==> src/rtl/core/sra_pkg.sv <==
`timescale 1ns / 1ps

package sra_pkg;

	localparam int SEQ_MODULUS = 1024;

	localparam int FUNC_W  = 2;
	localparam int SEQ_W   = 10;
	localparam int TIME_W  = 63;
	localparam int HASH_W  = 32;
	localparam int KIND_W  = 2;

	// s_tdata: seq_number, send_time, msg_hash, kill_number (115 bits, padded)
	localparam int S_TDATA_W = 120;
	localparam int S_TUSER_W = 3;
	// m_tdata: reply_seq, reply_hash, reply_time (105 bits, padded)
	localparam int M_TDATA_W = 112;
	localparam int M_TUSER_W = 3;

	localparam logic [FUNC_W-1:0] FUNC_DATA = 2'd0;
	localparam logic [FUNC_W-1:0] FUNC_SYNC = 2'd1;
	localparam logic [FUNC_W-1:0] FUNC_BAD  = 2'd2;

	localparam logic [KIND_W-1:0] REPLY_NONE = 2'd0;
	localparam logic [KIND_W-1:0] REPLY_ACK  = 2'd1;
	localparam logic [KIND_W-1:0] REPLY_BAD  = 2'd2;

	typedef struct packed {
		logic [FUNC_W-1:0] func;
		logic [SEQ_W-1:0]  seq_number;
		logic [TIME_W-1:0] send_time;
		logic [HASH_W-1:0] msg_hash;
		logic              has_kill;
		logic [SEQ_W-1:0]  kill_number;
	} item_t;

	typedef struct packed {
		logic              accepted;
		logic [KIND_W-1:0] reply_kind;
		logic [SEQ_W-1:0]  reply_seq;
		logic [HASH_W-1:0] reply_hash;
		logic [TIME_W-1:0] reply_time;
	} result_t;

endpackage

==> src/rtl/core/sra_mod.sv <==
`timescale 1ns / 1ps

// Reduce an 11-bit value modulo SEQ_MODULUS and keep the low 10 bits.
// Split into a 5-bit high part and a 6-bit low part, look both up in
// constant residue tables, then one compare and subtract.
module sra_mod #(
	parameter int SEQ_MODULUS = sra_pkg::SEQ_MODULUS
) (
	input  logic [sra_pkg::SEQ_W:0]   x,
	output logic [sra_pkg::SEQ_W-1:0] r
);

	localparam int MW = $clog2(SEQ_MODULUS + 1);
	localparam int CW = (MW > 12) ? MW : 12;
	localparam logic [CW-1:0] MOD_C = CW'(SEQ_MODULUS);
	localparam int HI_N = 17;
	localparam int LO_N = 64;

	logic [10:0]   hi_tbl [HI_N];
	logic [5:0]    lo_tbl [LO_N];
	logic [CW-1:0] sum;
	logic [CW-1:0] red;

	for (genvar i = 0; i < HI_N; i++) begin : g_hi
		localparam int HV = (i * LO_N) % SEQ_MODULUS;
		assign hi_tbl[i] = 11'(HV);
	end

	for (genvar i = 0; i < LO_N; i++) begin : g_lo
		localparam int LV = i % SEQ_MODULUS;
		assign lo_tbl[i] = 6'(LV);
	end

	always_comb begin
		sum = CW'(hi_tbl[x[10:6]]) + CW'(lo_tbl[x[5:0]]);
		red = (sum >= MOD_C) ? (sum - MOD_C) : sum;
		r   = red[sra_pkg::SEQ_W-1:0];
	end

endmodule

==> src/rtl/core/sra_decide.sv <==
`timescale 1ns / 1ps

// Link state and the per-header decision. State advances on fire.
module sra_decide #(
	parameter int SEQ_MODULUS = sra_pkg::SEQ_MODULUS
) (
	input  logic             clk,
	input  logic             arst_n,
	input  logic             fire,
	input  sra_pkg::item_t   item,
	output sra_pkg::result_t res
);

	logic [sra_pkg::SEQ_W-1:0]  exp_q;
	logic                       in_sync_q;
	logic [sra_pkg::TIME_W-1:0] last_sync_time_q;
	logic [sra_pkg::SEQ_W-1:0]  resync_q;

	logic                      is_sync, is_data, new_sync, in_order, skip, bad;
	logic [sra_pkg::SEQ_W:0]   next_x;
	logic [sra_pkg::SEQ_W-1:0] next_seq;
	logic [sra_pkg::SEQ_W-1:0] resync_mod;

	always_comb begin
		is_sync  = (item.func == sra_pkg::FUNC_SYNC);
		is_data  = (item.func == sra_pkg::FUNC_DATA);
		new_sync = is_sync && !(in_sync_q && (item.send_time == last_sync_time_q));
		bad      = is_data && !in_sync_q;
		in_order = is_data && in_sync_q && (item.seq_number == exp_q);
		// plain compares, no wraparound
		skip     = is_data && in_sync_q && !in_order && item.has_kill
			&& (item.kill_number < exp_q) && (item.seq_number > exp_q);
		next_x   = in_order ? ({1'b0, exp_q} + 11'd1) : ({1'b0, item.seq_number} + 11'd1);
	end

	sra_mod #(.SEQ_MODULUS(SEQ_MODULUS)) u_next (
		.x(next_x),
		.r(next_seq)
	);

	sra_mod #(.SEQ_MODULUS(SEQ_MODULUS)) u_resync (
		.x({1'b0, resync_q}),
		.r(resync_mod)
	);

	always_comb begin
		res            = '0;
		res.accepted   = in_order || skip;
		if (new_sync) begin
			res.reply_kind = sra_pkg::REPLY_ACK;
			res.reply_seq  = item.seq_number;
			res.reply_hash = item.msg_hash;
		end else if (bad) begin
			res.reply_kind = sra_pkg::REPLY_BAD;
			res.reply_seq  = resync_mod;
			res.reply_time = item.send_time;
		end
	end

	always_ff @(posedge clk or negedge arst_n) begin
		if (!arst_n) begin
			exp_q            <= '0;
			in_sync_q        <= 1'b0;
			last_sync_time_q <= '0;
			resync_q         <= '0;
		end else if (fire) begin
			if (new_sync) begin
				exp_q            <= next_seq;
				in_sync_q        <= 1'b1;
				last_sync_time_q <= item.send_time;
				resync_q         <= resync_q + 10'd1;
			end else if (in_order || skip) begin
				exp_q <= next_seq;
			end
		end
	end

endmodule

==> src/rtl/core/sequenced_receiver_acceptance.sv <==
`timescale 1ns / 1ps
// A header taken into the input register is decided against the link state and
// registered into the result register once that register is empty or being
// drained; the result beat is then offered on the master side.
// Throughput: one header per cycle while the master side is not stalled; the
// link state is read and updated in the single stage between the two registers.
// Reset (arst_n low) empties both registers and clears the link state.
module sequenced_receiver_acceptance #(
	parameter int SEQ_MODULUS = sra_pkg::SEQ_MODULUS
) (
	input  logic                            clk,
	input  logic                            arst_n,
	input  logic                            s_tvalid,
	output logic                            s_tready,
	// seq_number[9:0], send_time[72:10], msg_hash[104:73], kill_number[114:105]
	input  logic [sra_pkg::S_TDATA_W-1:0]   s_tdata,
	// func[1:0], has_kill[2]
	input  logic [sra_pkg::S_TUSER_W-1:0]   s_tuser,
	output logic                            m_tvalid,
	input  logic                            m_tready,
	// reply_seq[9:0], reply_hash[41:10], reply_time[104:42]
	output logic [sra_pkg::M_TDATA_W-1:0]   m_tdata,
	// accepted[0], reply_kind[2:1]
	output logic [sra_pkg::M_TUSER_W-1:0]   m_tuser
);

	logic             valid_s1;
	sra_pkg::item_t   item_s1;
	logic             valid_s2;
	sra_pkg::result_t res_s2;

	sra_pkg::item_t   item_in;
	sra_pkg::result_t res;
	logic             advance;

	always_comb begin
		item_in.func        = s_tuser[1:0];
		item_in.has_kill    = s_tuser[2];
		item_in.seq_number  = s_tdata[9:0];
		item_in.send_time   = s_tdata[72:10];
		item_in.msg_hash    = s_tdata[104:73];
		item_in.kill_number = s_tdata[114:105];
	end

	assign advance  = valid_s1 && (!valid_s2 || m_tready);
	assign s_tready = !valid_s1 || advance;

	sra_decide #(.SEQ_MODULUS(SEQ_MODULUS)) u_decide (
		.clk(clk),
		.arst_n(arst_n),
		.fire(advance),
		.item(item_s1),
		.res(res)
	);

	always_ff @(posedge clk or negedge arst_n) begin
		if (!arst_n) begin
			valid_s1 <= 1'b0;
			valid_s2 <= 1'b0;
		end else begin
			if (s_tready) begin
				valid_s1 <= s_tvalid;
			end
			if (advance) begin
				valid_s2 <= 1'b1;
			end else if (m_tready) begin
				valid_s2 <= 1'b0;
			end
		end
	end

	// payload registers, no reset
	always_ff @(posedge clk) begin
		if (s_tready && s_tvalid) begin
			item_s1 <= item_in;
		end
		if (advance) begin
			res_s2 <= res;
		end
	end

	assign m_tvalid = valid_s2;
	assign m_tdata  = {7'd0, res_s2.reply_time, res_s2.reply_hash, res_s2.reply_seq};
	assign m_tuser  = {res_s2.reply_kind, res_s2.accepted};

endmodule

==> config.mk <==
export PLATFORM = sky130hd
export DESIGN_NAME = sequenced_receiver_acceptance
export DESIGN_NICKNAME = d
export VERILOG_FILES = /design/src/rtl/core/sra_pkg.sv /design/src/rtl/core/sra_mod.sv /design/src/rtl/core/sra_decide.sv /design/src/rtl/core/sequenced_receiver_acceptance.sv
export SDC_FILE = /design/constraint.sdc
export NUM_CORES = 1
export LEC_CHECK = 0
export BUFFER_PORTS_ARGS = -buffer_cell sky130_fd_sc_hd__buf_2
export CAP_MARGIN = 10
export CORE_ASPECT_RATIO = 0.8
export CORE_UTILIZATION = 50
export CTS_BUF_LIST = sky130_fd_sc_hd__clkbuf_16
export CTS_CLUSTER_DIAMETER = 80
export DETAILED_ROUTE_END_ITERATION = 16
export PLACE_DENSITY = 0.73
export SYNTH_ARGS = -nofsm -noshare
export SYNTH_HDL_FRONTEND = slang
export SYNTH_HIERARCHICAL = 1
export SYNTH_SLANG_ARGS = --single-unit
==> constraint.sdc <==
create_clock -name clk -period 12.6 [get_ports clk]
set_input_delay 1.26 -clock clk [delete_from_list [all_inputs] [get_ports clk]]
set_output_delay 1.26 -clock clk [all_outputs]
set_load 0.02 [all_outputs]
==> impl_metrics.yaml, run 1 <==
outcome:
  status: "finished clean"
placement:
  routabilityCongestion: 0.801
  placed_cell_area_mm2: 0.0143
  hpwl_um: 17500
  io_buffers: 231
clocking:
  htreeDepth: 1
  cts_tree: "yes"
  holdBufCountCts: 0
  clkSinkCount: 312
  post-cts-setup-buffers: 0
  numCtsBuffers: 30
  clkTransAtPathRegs_ps: 60
  ctsResizeCount: 0
  clockBufferDepth: 3
  cts-root-buf: "clkbuf_16"
  clkLatencyLatePin_ps: 550
synth:
  synth_edf_count: 226
  async_reset_ff_share_pct: 27.6
  netlist_area_mm2: 0.0128
  syn_area_per_cell_um2: 15.6
  ys_ff_latch: 312
  ys.flop_type: "edfxtp_1"
  synth.distinct_cells: 53
  ys_warn_count: 6
  ys_seq_area_share_pct: 69.6
  synth_cells: 823
sta:
  fin_hold_ws_ps: 486
  period_minus_slack_ps: 3580
  clock.fmax_ghz: 0.279
  slew_violations: 0
  rsz0062_at_grt: "no"
  tns_ps: 0
  worst_pin_slew_ps: 916
  skew_ps: 10.0
  fin_crit_sh_pct: 28.4
  hold_viol_final: 0
  max_slew_margin_pct: 38.9
  setup_viol: 0
routing:
  drtIter0Drc: 373
  vias_per_cell: 5.11
  wl_um: 25000
  drtPass1Iterations: 7
  post_drt_wl_per_cell_um: 17.7
  via_count: 7219
  ant_nets: 0
  drc: 0
grt:
  grt.overflow.total: 0
  grt_usage_pct: 19.0
  grt_busiest_layer: "met2"
  grt_pass1_vias: 6972
  antenna_found_initial: 4
  grt_use_met3_pct: 4.02
  grt_use_met1_pct: 26.5
  grtUsageMet2_pct: 30.9
  grt_max_degree: 66
  grt_pass1_wl_um: 38800
setup_path:
  cp.required_ps: 13030
  worst-setup-path-type: "flip-flop to flip-flop"
  path_max_fanout: 40
  path_delay_family: "simple AND/OR/NAND/NOR gates"
  cpMaxStageDelayCell: "a211o_2"
  worstPathArrival_ps: 4010
  worstPathCellList: "xor2_1 > nor4_1 > nand4_1 > nor4_4 > a211o_2 > buf_4 > mux2_2"
  slowest_delay_ps: 680
  cp_num_buf_inv: 1
  startpoint_type: "flip-flop"
  end_kind: "flip-flop"
cells_and_area:
  final_util_pct: 60.1
  fillerInstances: 1960
  final_nets: 1210
  design_area_mm2: 0.0152
  syn_to_final_growth_pct: 18.2
  drive_gt1_share_pct: 33.8
floorplanning:
  coreArea_mm2: 0.0252
  die-width_um: 181
  start_util_pct: 50.8
  core.rowCount: 52
  fp.dieArea_mm2: 0.0263
  io_pins: 244
  die_y_um: 145
run:
  maxCapViolCount: 0
power:
  peakVddDrop_v: 0.000120
  power.leakage_uw: 0.00624
  power_density_mw_per_mm2: 165
hold_path:
  hp-class: "flip-flop to flip-flop"
==> metrics by stage <==
stage | setup WS [ps] | power (µW) | instances
detailed placement | 8970 | 1710 | 1354
floorplan | 7290 | 1590 | 832
global placement | 9010 | 1690 | 1354
finish | 9020 | 2500 | 1412
CTS | 9000 | 2530 | 1410
global route | 8800 | 2620 | 1411
==> sequential cells by signal (all words and copies together), names as in the netlist <==
name,count
item_s1,118
m_tdata,105
u_decide/last_sync_time_q,63
u_decide/exp_q,10
u_decide/resync_q,10
m_tuser,3
m_tvalid,1
u_decide/in_sync_q,1
valid_s1,1
==> cells by family (layout without fill, tap and decap cells) <==
| kind of cell | Yosys count | count (layout) | share of synthesized area (%) |
|---|---|---|---|
| compound gates | 48 | 48 | 2.77 |
| xor+xnor | 72 | 72 | 4.91 |
| fa+ha+maj | 21 | 21 | 2.05 |
| buf+inv | 63 | 317 | 2.69 |
| flops | 312 | 312 | 69.6 |
| mux | 79 | 79 | 6.84 |
| other cells | 2 | 13 | 0.0585 |
| simple gates | 226 | 226 | 11.0 |
==> worst reg2reg max path, delay by kind of cell, from the launching register on <==
kind | cells | cell delay, ps
flops | 1 | 460
xor+xnor | 1 | 190
compound gates | 1 | 680
simple gates | 3 | 1140
buf+inv | 1 | 580
mux | 1 | 410
==> Yosys cell counts (3+ instances only) <==
library cell / instances / area [µm²]
edfxtp_1: 226 / 6790
and2_1: 96 / 601
dfrtp_1: 86 / 2150
mux2_2: 70 / 788
xor2_1: 56 / 490
nor4_1: 27 / 169
buf_4: 26 / 195
ha_1: 21 / 263
inv_1: 21 / 78.8
nand2_1: 20 / 75.1
nand2b_1: 17 / 106
xnor2_1: 16 / 140
nand3_1: 14 / 70.1
nand4_1: 14 / 87.6
clkbuf_1: 12 / 45.0
o21ai_0: 12 / 60.1
a22o_1: 10 / 87.6
mux2i_1: 9 / 90.1
nor2b_1: 9 / 56.3
a21oi_1: 5 / 25.0
nor3_1: 5 / 25.0
a21oi_2: 3 / 26.3
and3_1: 3 / 18.8
buf_2: 3 / 15.0
nand4b_1: 3 / 26.3
nor2_1: 3 / 11.3
or4_4: 3 / 33.8
==> path summary, 6_finish.rpt <==
path,from,end,slack [ps],depth (start not counted)
setup / recovery,item_s1[60],u_decide/last_sync_time_q[18],9020,7
hold / removal,u_decide/resync_q[9],u_decide/resync_q[9],490,1
setup reg to reg,item_s1[60],u_decide/last_sync_time_q[18],9020,7
hold reg to reg,u_decide/resync_q[9],u_decide/resync_q[9],490,1
max in group asynchronous,arst_n,u_decide/last_sync_time_q[55],10880,2
min in group asynchronous,arst_n,u_decide/exp_q[8],680,1
==> placed cells by master, fill, tap and decap left out, types with 3 or more instances in the layout <==
cell type,count
a21oi_1,5
a22o_1,10
and2_1,95
and3_1,3
buf_2,230
buf_4,10
clkbuf_16,32
clkinv_1,12
clkinv_2,3
conb_1,11
dfrtp_1,86
edfxtp_1,226
ha_1,21
inv_1,28
mux2_2,70
mux2i_1,9
nand2_1,20
nand2b_1,17
nand3_1,14
nand4_1,14
nand4b_1,3
nor2_1,3
nor2b_1,9
nor3_1,4
nor4_1,26
o21ai_0,12
or4_4,3
xnor2_1,16
xor2_1,56
==> cell type report <==
| class | count | area (µm²) | share of cell area (%) |
|---|---|---|---|
| timing repair buffer | 240 | 1230 | 8.09 |
| clock buffer | 32 | 801 | 5.28 |
| clock inverter | 24 | 103 | 0.677 |
| antenna | 2 | 5.00 | 0.0330 |
| sequential | 312 | 8940 | 58.9 |
| inverter | 21 | 78.8 | 0.520 |
| tap | 324 | 405 | 2.67 |
| multi-input combinational | 457 | 3610 | 23.8 |
==> layer usage <==
metal | vias to the layer above | share of wire (%)
met5 | - | 0.14
met4 | 6 | 1.9
met3 | 42 | 6.0
met2 | 225 | 47
met1 | 3485 | 45
li1 | 3461 | -
==> power by group <==
group	switching, µW	internal [µW]	leakage (µW)
combinational	206	159	0.00252
sequential	81.6	1240	0.00325
clock	366	454	0.000466
total	653	1850	0.00624
Note: power is estimated with default switching activity, not from simulation.
==> run 2, diff against run 1 <==
--- a/config.mk
+++ b/config.mk
@@ -12,7 +12,7 @@
 export CTS_BUF_LIST = sky130_fd_sc_hd__clkbuf_16
 export CTS_CLUSTER_DIAMETER = 80
 export DETAILED_ROUTE_END_ITERATION = 16
-export PLACE_DENSITY = 0.73
+export PLACE_DENSITY = 0.76
 export SYNTH_ARGS = -nofsm -noshare
 export SYNTH_HDL_FRONTEND = slang
 export SYNTH_HIERARCHICAL = 1
==> constraint.sdc (replaced) <==
create_clock -name clk -period 3 [get_ports clk]
set_input_delay 0.3 -clock clk [delete_from_list [all_inputs] [get_ports clk]]
set_output_delay 0.3 -clock clk [all_outputs]
set_load 0.02 [all_outputs]
==> run 2 against run 1 <==
Effect of this change:
- highest routed layer is now met4
- clock skew increased by 5.2 ps
- register-to-register slack got worse by 8900 ps
- first-iteration DRC count is 24% higher
- global-route usage grew 2.3 points
- wire length increased by 13%
- cell count increased by 9.8%
- clock power rose to 4.4 times the previous value
- cell area increased by 9.7%
- largest cell class unchanged
==> impl_metrics.yaml, run 2 (synthesized netlist as in run 1, its figures left out) <==
outcome:
  status: "finished clean"
placement:
  pre_cts_slack_ps: 4.87
  routabilityCongestion: 0.832
  hpwl_um: 17600
  io_buffers: 231
clocking:
  clkLatencyLatePin_ps: 550
  numCtsBuffers: 31
  cts-root-buf: "clkbuf_16"
  clkTransAtPathRegs_ps: 60
  htreeDepth: 1
  clkSinkCount: 312
  clockBufferDepth: 3
  cts_tree: "yes"
cells_and_area:
  largest_register_ffs: 118
  final_cell_mix: "buf_2, edfxtp_1, dlygate4sd3_1, and2_1, dfrtp_1"
  syn_to_final_growth_pct: 29.6
  final_common_cell: "buf_2"
  n_antenna_cell: 0
  regMostFlops: "item_s1"
  drive_gt1_share_pct: 32.4
  final_nets: 1350
sta:
  slew_violations: 0
  hold_viol_final: 0
  setup_slack_ps: 100
  worst_pin_slew_ps: 845
  skew_ps: 15.2
  period_minus_slack_ps: 2900
  max_slew_margin_pct: 43.7
  setup_viol: 0
  fin_hold_ws_ps: 61.1
  fin_crit_sh_pct: 96.7
  clock.fmax_ghz: 0.345
grt:
  grt_usage_pct: 21.3
  grt.overflow.total: 0
  grt_pass1_vias: 8183
  antenna_found_initial: 0
  grt_pass1_wl_um: 43600
  grt_max_degree: 61
setup_path:
  cpMaxStageDelayCell: "nor4_1"
  path_max_fanout: 10
  cp.required_ps: 3440
  slowest_delay_ps: 540
  worstPathArrival_ps: 3340
  end_kind: "flip-flop"
  startpoint_type: "flip-flop"
  worst-setup-path-type: "flip-flop to flip-flop"
  worstPathCellList: "xor2_1 > nor4_1 > nand4_1 > nor4_4 > a21oi_4 > o21ai_4 > mux2_2"
routing:
  via_count: 7864
  post_drt_wl_per_cell_um: 18.2
  ant_nets: 0
  drtIter0Drc: 461
  vias_per_cell: 5.07
  drc: 0
  drtPass1Iterations: 4
  wl_um: 28200
floorplanning:
  core.rowCount: 52
  start_util_pct: 50.8
  die_y_um: 145
  coreArea_mm2: 0.0252
  fp.dieArea_mm2: 0.0263
  die-width_um: 181
  io_pins: 244
power:
  power_uw: 10900
  power.leakage_uw: 0.00689
  power_frac_comb_pct: 15.9
  pwr-share-clk_pct: 33.3
  peakVddDrop_v: 0.000513
  switching_share_pct: 26.2
  seqPwrFrac_pct: 50.8
  p_switching_uw: 2860
  power_density_mw_per_mm2: 656
  power.internal_uw: 8050
run:
  maxCapViolCount: 0
hold_path:
  hp-class: "input port to flip-flop"
run 2: cell types whose count changed in the layout (fill, tap and decap cells not counted), sizes merged:
| cell | delta |
|---|---|
| diode | -2 |
| buf | +19 |
| inv | +1 |
| bufinv | +2 |
| clkinvlp | +1 |
| dlygate4sd3 | +120 |
| clkinv | -1 |
| clkbuf | -1 |
run 2: worst paths after layout:
path | slack [ps] | end | depth (start not counted) | start
worst min register to register | 480 | u_decide/resync_q[9] | 1 | u_decide/resync_q[9]
max in group asynchronous | 1850 | u_decide/last_sync_time_q[0] | 3 | arst_n
worst min-delay path | 60 | m_tvalid | 3 | m_tready
worst max register to register | 100 | u_decide/exp_q[6] | 7 | item_s1[100]
worst max-delay path | 100 | u_decide/exp_q[6] | 7 | item_s1[100]
min in group asynchronous | 390 | u_decide/exp_q[9] | 2 | arst_n
run 2: layout make-up:
class | count | area [µm²]
inverter | 21 | 78.8
tap | 324 | 405
fill | 1770 | 8610
clock inverter | 27 | 180
multi-input combinational | 457 | 3640
sequential | 312 | 8940
clock buffer | 31 | 776
timing repair buffer | 379 | 2620
run 2: power groups by stage:
stage	clock, µW	sequential, µW	combinational, µW
final	3630	5540	1740
after global routing	3880	5600	1900
after CTS	3720	5540	1690
after detailed placement	0	5620	1560
after global placement	0	5600	1510
after floorplan	0	5670	986
run 2: critical path: cells and delay by family (launching register included):
kind            cells  cell delay (ps)
simple gates        3             1240
compound gates      2              520
flops               1              440
mux                 1              390
xor+xnor            1              190
run 2: repair_timing:
| item | in CTS | in global routing |
|---|---|---|
| hold endpoints to repair | 177 | 0 |
| pin swaps | 0 | 4 |
| resized for setup | 1 | 5 |
| endpoints found under the setup margin | 4 | 4 |
| hold buffers | 120 | 0 |
| buffers inserted | 0 | 6 |
run 2: metal layers:
metal,GRT usage (%),routed length (µm),part of all wire (%),vias up
li1,-,-,-,3741
met1,28.1,11800,42,3808
met2,37.1,14200,50,274
met3,3.89,1720,6.1,41
met4,4.19,488,1.7,0
met5,0,0,0,-
run 2: metrics by stage:
step	setup TNS (ps)	area, µm²	instances	util [%]
after global routing	-53.5	16600	1551	65.9
after global placement	0	14400	1367	57.1
after CTS	0	16600	1545	65.6
after floorplan	0	12900	832	-
after detailed placement	0	14400	1367	57.1
final	0	16600	1551	65.9
==> run 3, diff against run 2 <==
==> constraint.sdc (replaced) <==
create_clock -name clk -period 2.6 [get_ports clk]
set_input_delay 0.26 -clock clk [delete_from_list [all_inputs] [get_ports clk]]
set_output_delay 0.26 -clock clk [all_outputs]
set_load 0.02 [all_outputs]
==> run 3 against run 2 <==
Effect of this change:
- the run now ends with setup timing left
- sequential share of layout area decreased by 4.3 points
- non-clock buffer count up 88
- clock skew grew 6.5 ps
- cell area grew 8.7%
- fmax increased by 1.9%
- sequential power is 16% higher
- setup slack got worse by 350 ps
- worst hold slack improved by 240 ps
- power rose by 24%
- critical path type unchanged
- highest routed layer unchanged
==> impl_metrics.yaml, run 3 (synthesized netlist as in run 1, its figures left out) <==
outcome:
  status: "finished, violations left"
  violations: "setup timing"
setup_path:
  cp_num_buf_inv: 2
  startpoint_type: "flip-flop"
  cp.required_ps: 3040
  worstPathArrival_ps: 3290
  path_common_cell: "buf_4"
  path_delay_family: "simple AND/OR/NAND/NOR gates"
  cp-startpoint: "item_s1[115]"
  worst-setup-path-type: "flip-flop to flip-flop"
  path_depth: 12
  r2r_slack_ps: -250
  rr_endpoint: "u_decide/exp_q[8]"
  worstPathCellList: "ha_4 > nand4_1 > buf_4 > or4_4 > nor3_2 > buf_4 > o21ai_4 > a21oi_4 > nand2_2 > xor2_1 > nor2b_1 > mux2_2"
  end_kind: "flip-flop"
  slowest_delay_ps: 520
  r2r-start: "item_s1[115]"
  path_max_fanout: 5
  cpMaxStageDelayCell: "or4_4"
  rr_worst_depth: 12
  cp-endpoint: "u_decide/exp_q[8]"
clocking:
  clkTransAtPathRegs_ps: 60
  numCtsBuffers: 31
  clkLatencyLatePin_ps: 560
  clkSinkCount: 312
  htreeDepth: 1
  cts_tree: "yes"
  cts-root-buf: "clkbuf_16"
  clockBufferDepth: 3
hold_path:
  hp-class: "input port to async pin"
cells_and_area:
  drive_gt1_share_pct: 40.1
  regMostFlops: "item_s1"
  multiInputGateArea_mm2: 0.00409
  final_cell_mix: "buf_2, edfxtp_1, dlygate4sd3_1, dfrtp_1, buf_4"
  syn_to_final_growth_pct: 40.9
  final_nets: 1438
  fillerInstances: 1578
  design_area_mm2: 0.0181
  seqCellArea_mm2: 0.00894
  final_common_cell: "buf_2"
  largest_register_ffs: 118
  n_antenna_cell: 0
sta:
  hold_viol_final: 0
  skew_ps: 21.7
  max_slew_margin_pct: 54.9
  fin_crit_sh_pct: 109
  worst_pin_slew_ps: 676
  setup_viol: 79
  fin_hold_ws_ps: 296
  slew_violations: 0
  clock.fmax_ghz: 0.351
  setup_slack_ps: -246
  rsz0062_at_grt: "yes"
  period_minus_slack_ps: 2850
grt:
  grt_max_degree: 63
  antenna_found_initial: 0
  grt_use_met3_pct: 4.22
  grt_pass1_vias: 8437
  grt_pass1_wl_um: 46300
  grt_use_met1_pct: 30.4
  grtUsageMet2_pct: 38.3
  grt_busiest_layer: "met2"
  grt.overflow.total: 0
  grt_usage_pct: 22.7
floorplanning:
  die_y_um: 145
  fp.dieArea_mm2: 0.0263
  io_pins: 244
  coreArea_mm2: 0.0252
  core.rowCount: 52
  die-width_um: 181
  start_util_pct: 50.8
placement:
  routabilityCongestion: 0.850
  io_buffers: 231
  placed_cell_area_mm2: 0.0149
  hpwl_um: 18600
routing:
  post_drt_wl_per_cell_um: 19.7
  drtIter0Drc: 495
  drtPass1Iterations: 4
  vias_per_cell: 5.27
  ant_nets: 0
  wl_um: 32300
  via_count: 8625
  drc: 0
run:
  maxCapViolCount: 0
power:
  power.leakage_uw: 0.00785
  peakVddDrop_v: 0.000534
  power_density_mw_per_mm2: 746
-- run 3: cell types whose count changed in the layout (fill, tap and decap cells not counted), moves of 5 or more --
| cell | previous run | this run |
|---|---|---|
| and2_1 | 95 | 71 |
| mux2_4 | 0 | 68 |
| buf_12 | 4 | 11 |
| o21ai_0 | 12 | 7 |
| buf_4 | 25 | 81 |
| clkbuf_16 | 31 | 38 |
| buf_6 | 0 | 13 |
| mux2_2 | 70 | 2 |
| and2_4 | 2 | 26 |
-- run 3: worst min-delay path by stage --
stage	start	end	cells after the start
final	arst_n	u_decide/last_sync_time_q[24]	2
after floorplan	arst_n	m_tvalid	0
after detailed placement	arst_n	u_decide/last_sync_time_q[24]	1
after global placement	arst_n	u_decide/last_sync_time_q[9]	1
after CTS	arst_n	u_decide/last_sync_time_q[18]	2
after global routing	arst_n	u_decide/last_sync_time_q[18]	2
-- run 3: report_power, final --
part / internal, µW / leakage [µW] / switching [µW] / total [µW]
Sequential: 5990 / 0.00325 / 418 / 6410
Clock: 2470 / 0.000500 / 1870 / 4340
Combinational: 1440 / 0.00410 / 1310 / 2750
Total: 9900 / 0.00785 / 3590 / 13500
-- run 3: routing by layer --
metal / wire length (µm) / up-vias / part of all wire [%]
met1: 13600 / 4315 / 42
li1: - / 3918 / -
met2: 15900 / 340 / 49
met4: 645 / 0 / 2.0
met5: 0 / - / 0
met3: 2150 / 52 / 6.6
-- run 3: area by class of cell --
cell class,count,share of cell area [%]
timing repair buffer,467,19.8
inverter,21,0.436
tap,324,2.24
multi-input combinational,457,22.6
clock buffer,31,4.29
sequential,312,49.4
clock inverter,25,1.16
-- run 3: per-stage QoR --
| step | instances | power, µW | setup slack [ps] | utilization (%) | setup TNS, ps |
|---|---|---|---|---|---|
| 2_1_floorplan | 832 | 7700 | -103 | - | -287 |
| 3_3_place_gp | 1420 | 8520 | -123 | 59.0 | -6640 |
| 3_5_place_dp | 1420 | 8600 | -159 | 59.0 | -7470 |
| 4_1_cts | 1612 | 13100 | -117 | 68.6 | -2550 |
| 5_1_grt | 1637 | 14000 | -388 | 71.6 | -13640 |
| 6_report | 1637 | 13500 | -246 | 71.6 | -5370 |
-- run 3: worst register-to-register path, delay by kind of cell, from the launching register on --
family	cells	cell delay (ps)
fa+ha+maj	1	300
buf+inv	2	330
mux	1	250
simple gates	5	1040
xor+xnor	1	150
compound gates	2	210
flops	1	440
-- run 3: timing repair --
| action | CTS | global route |
|---|---|---|
| gates resized for setup | 16 | 122 |
| pin swaps | 7 | 39 |
| buffers inserted | 12 | 17 |
| hold endpoints to repair | 163 | 0 |
| endpoints found under the setup margin | 77 | 98 |
| hold buffers | 122 | 0 |
| gates cloned | 2 | 11 |
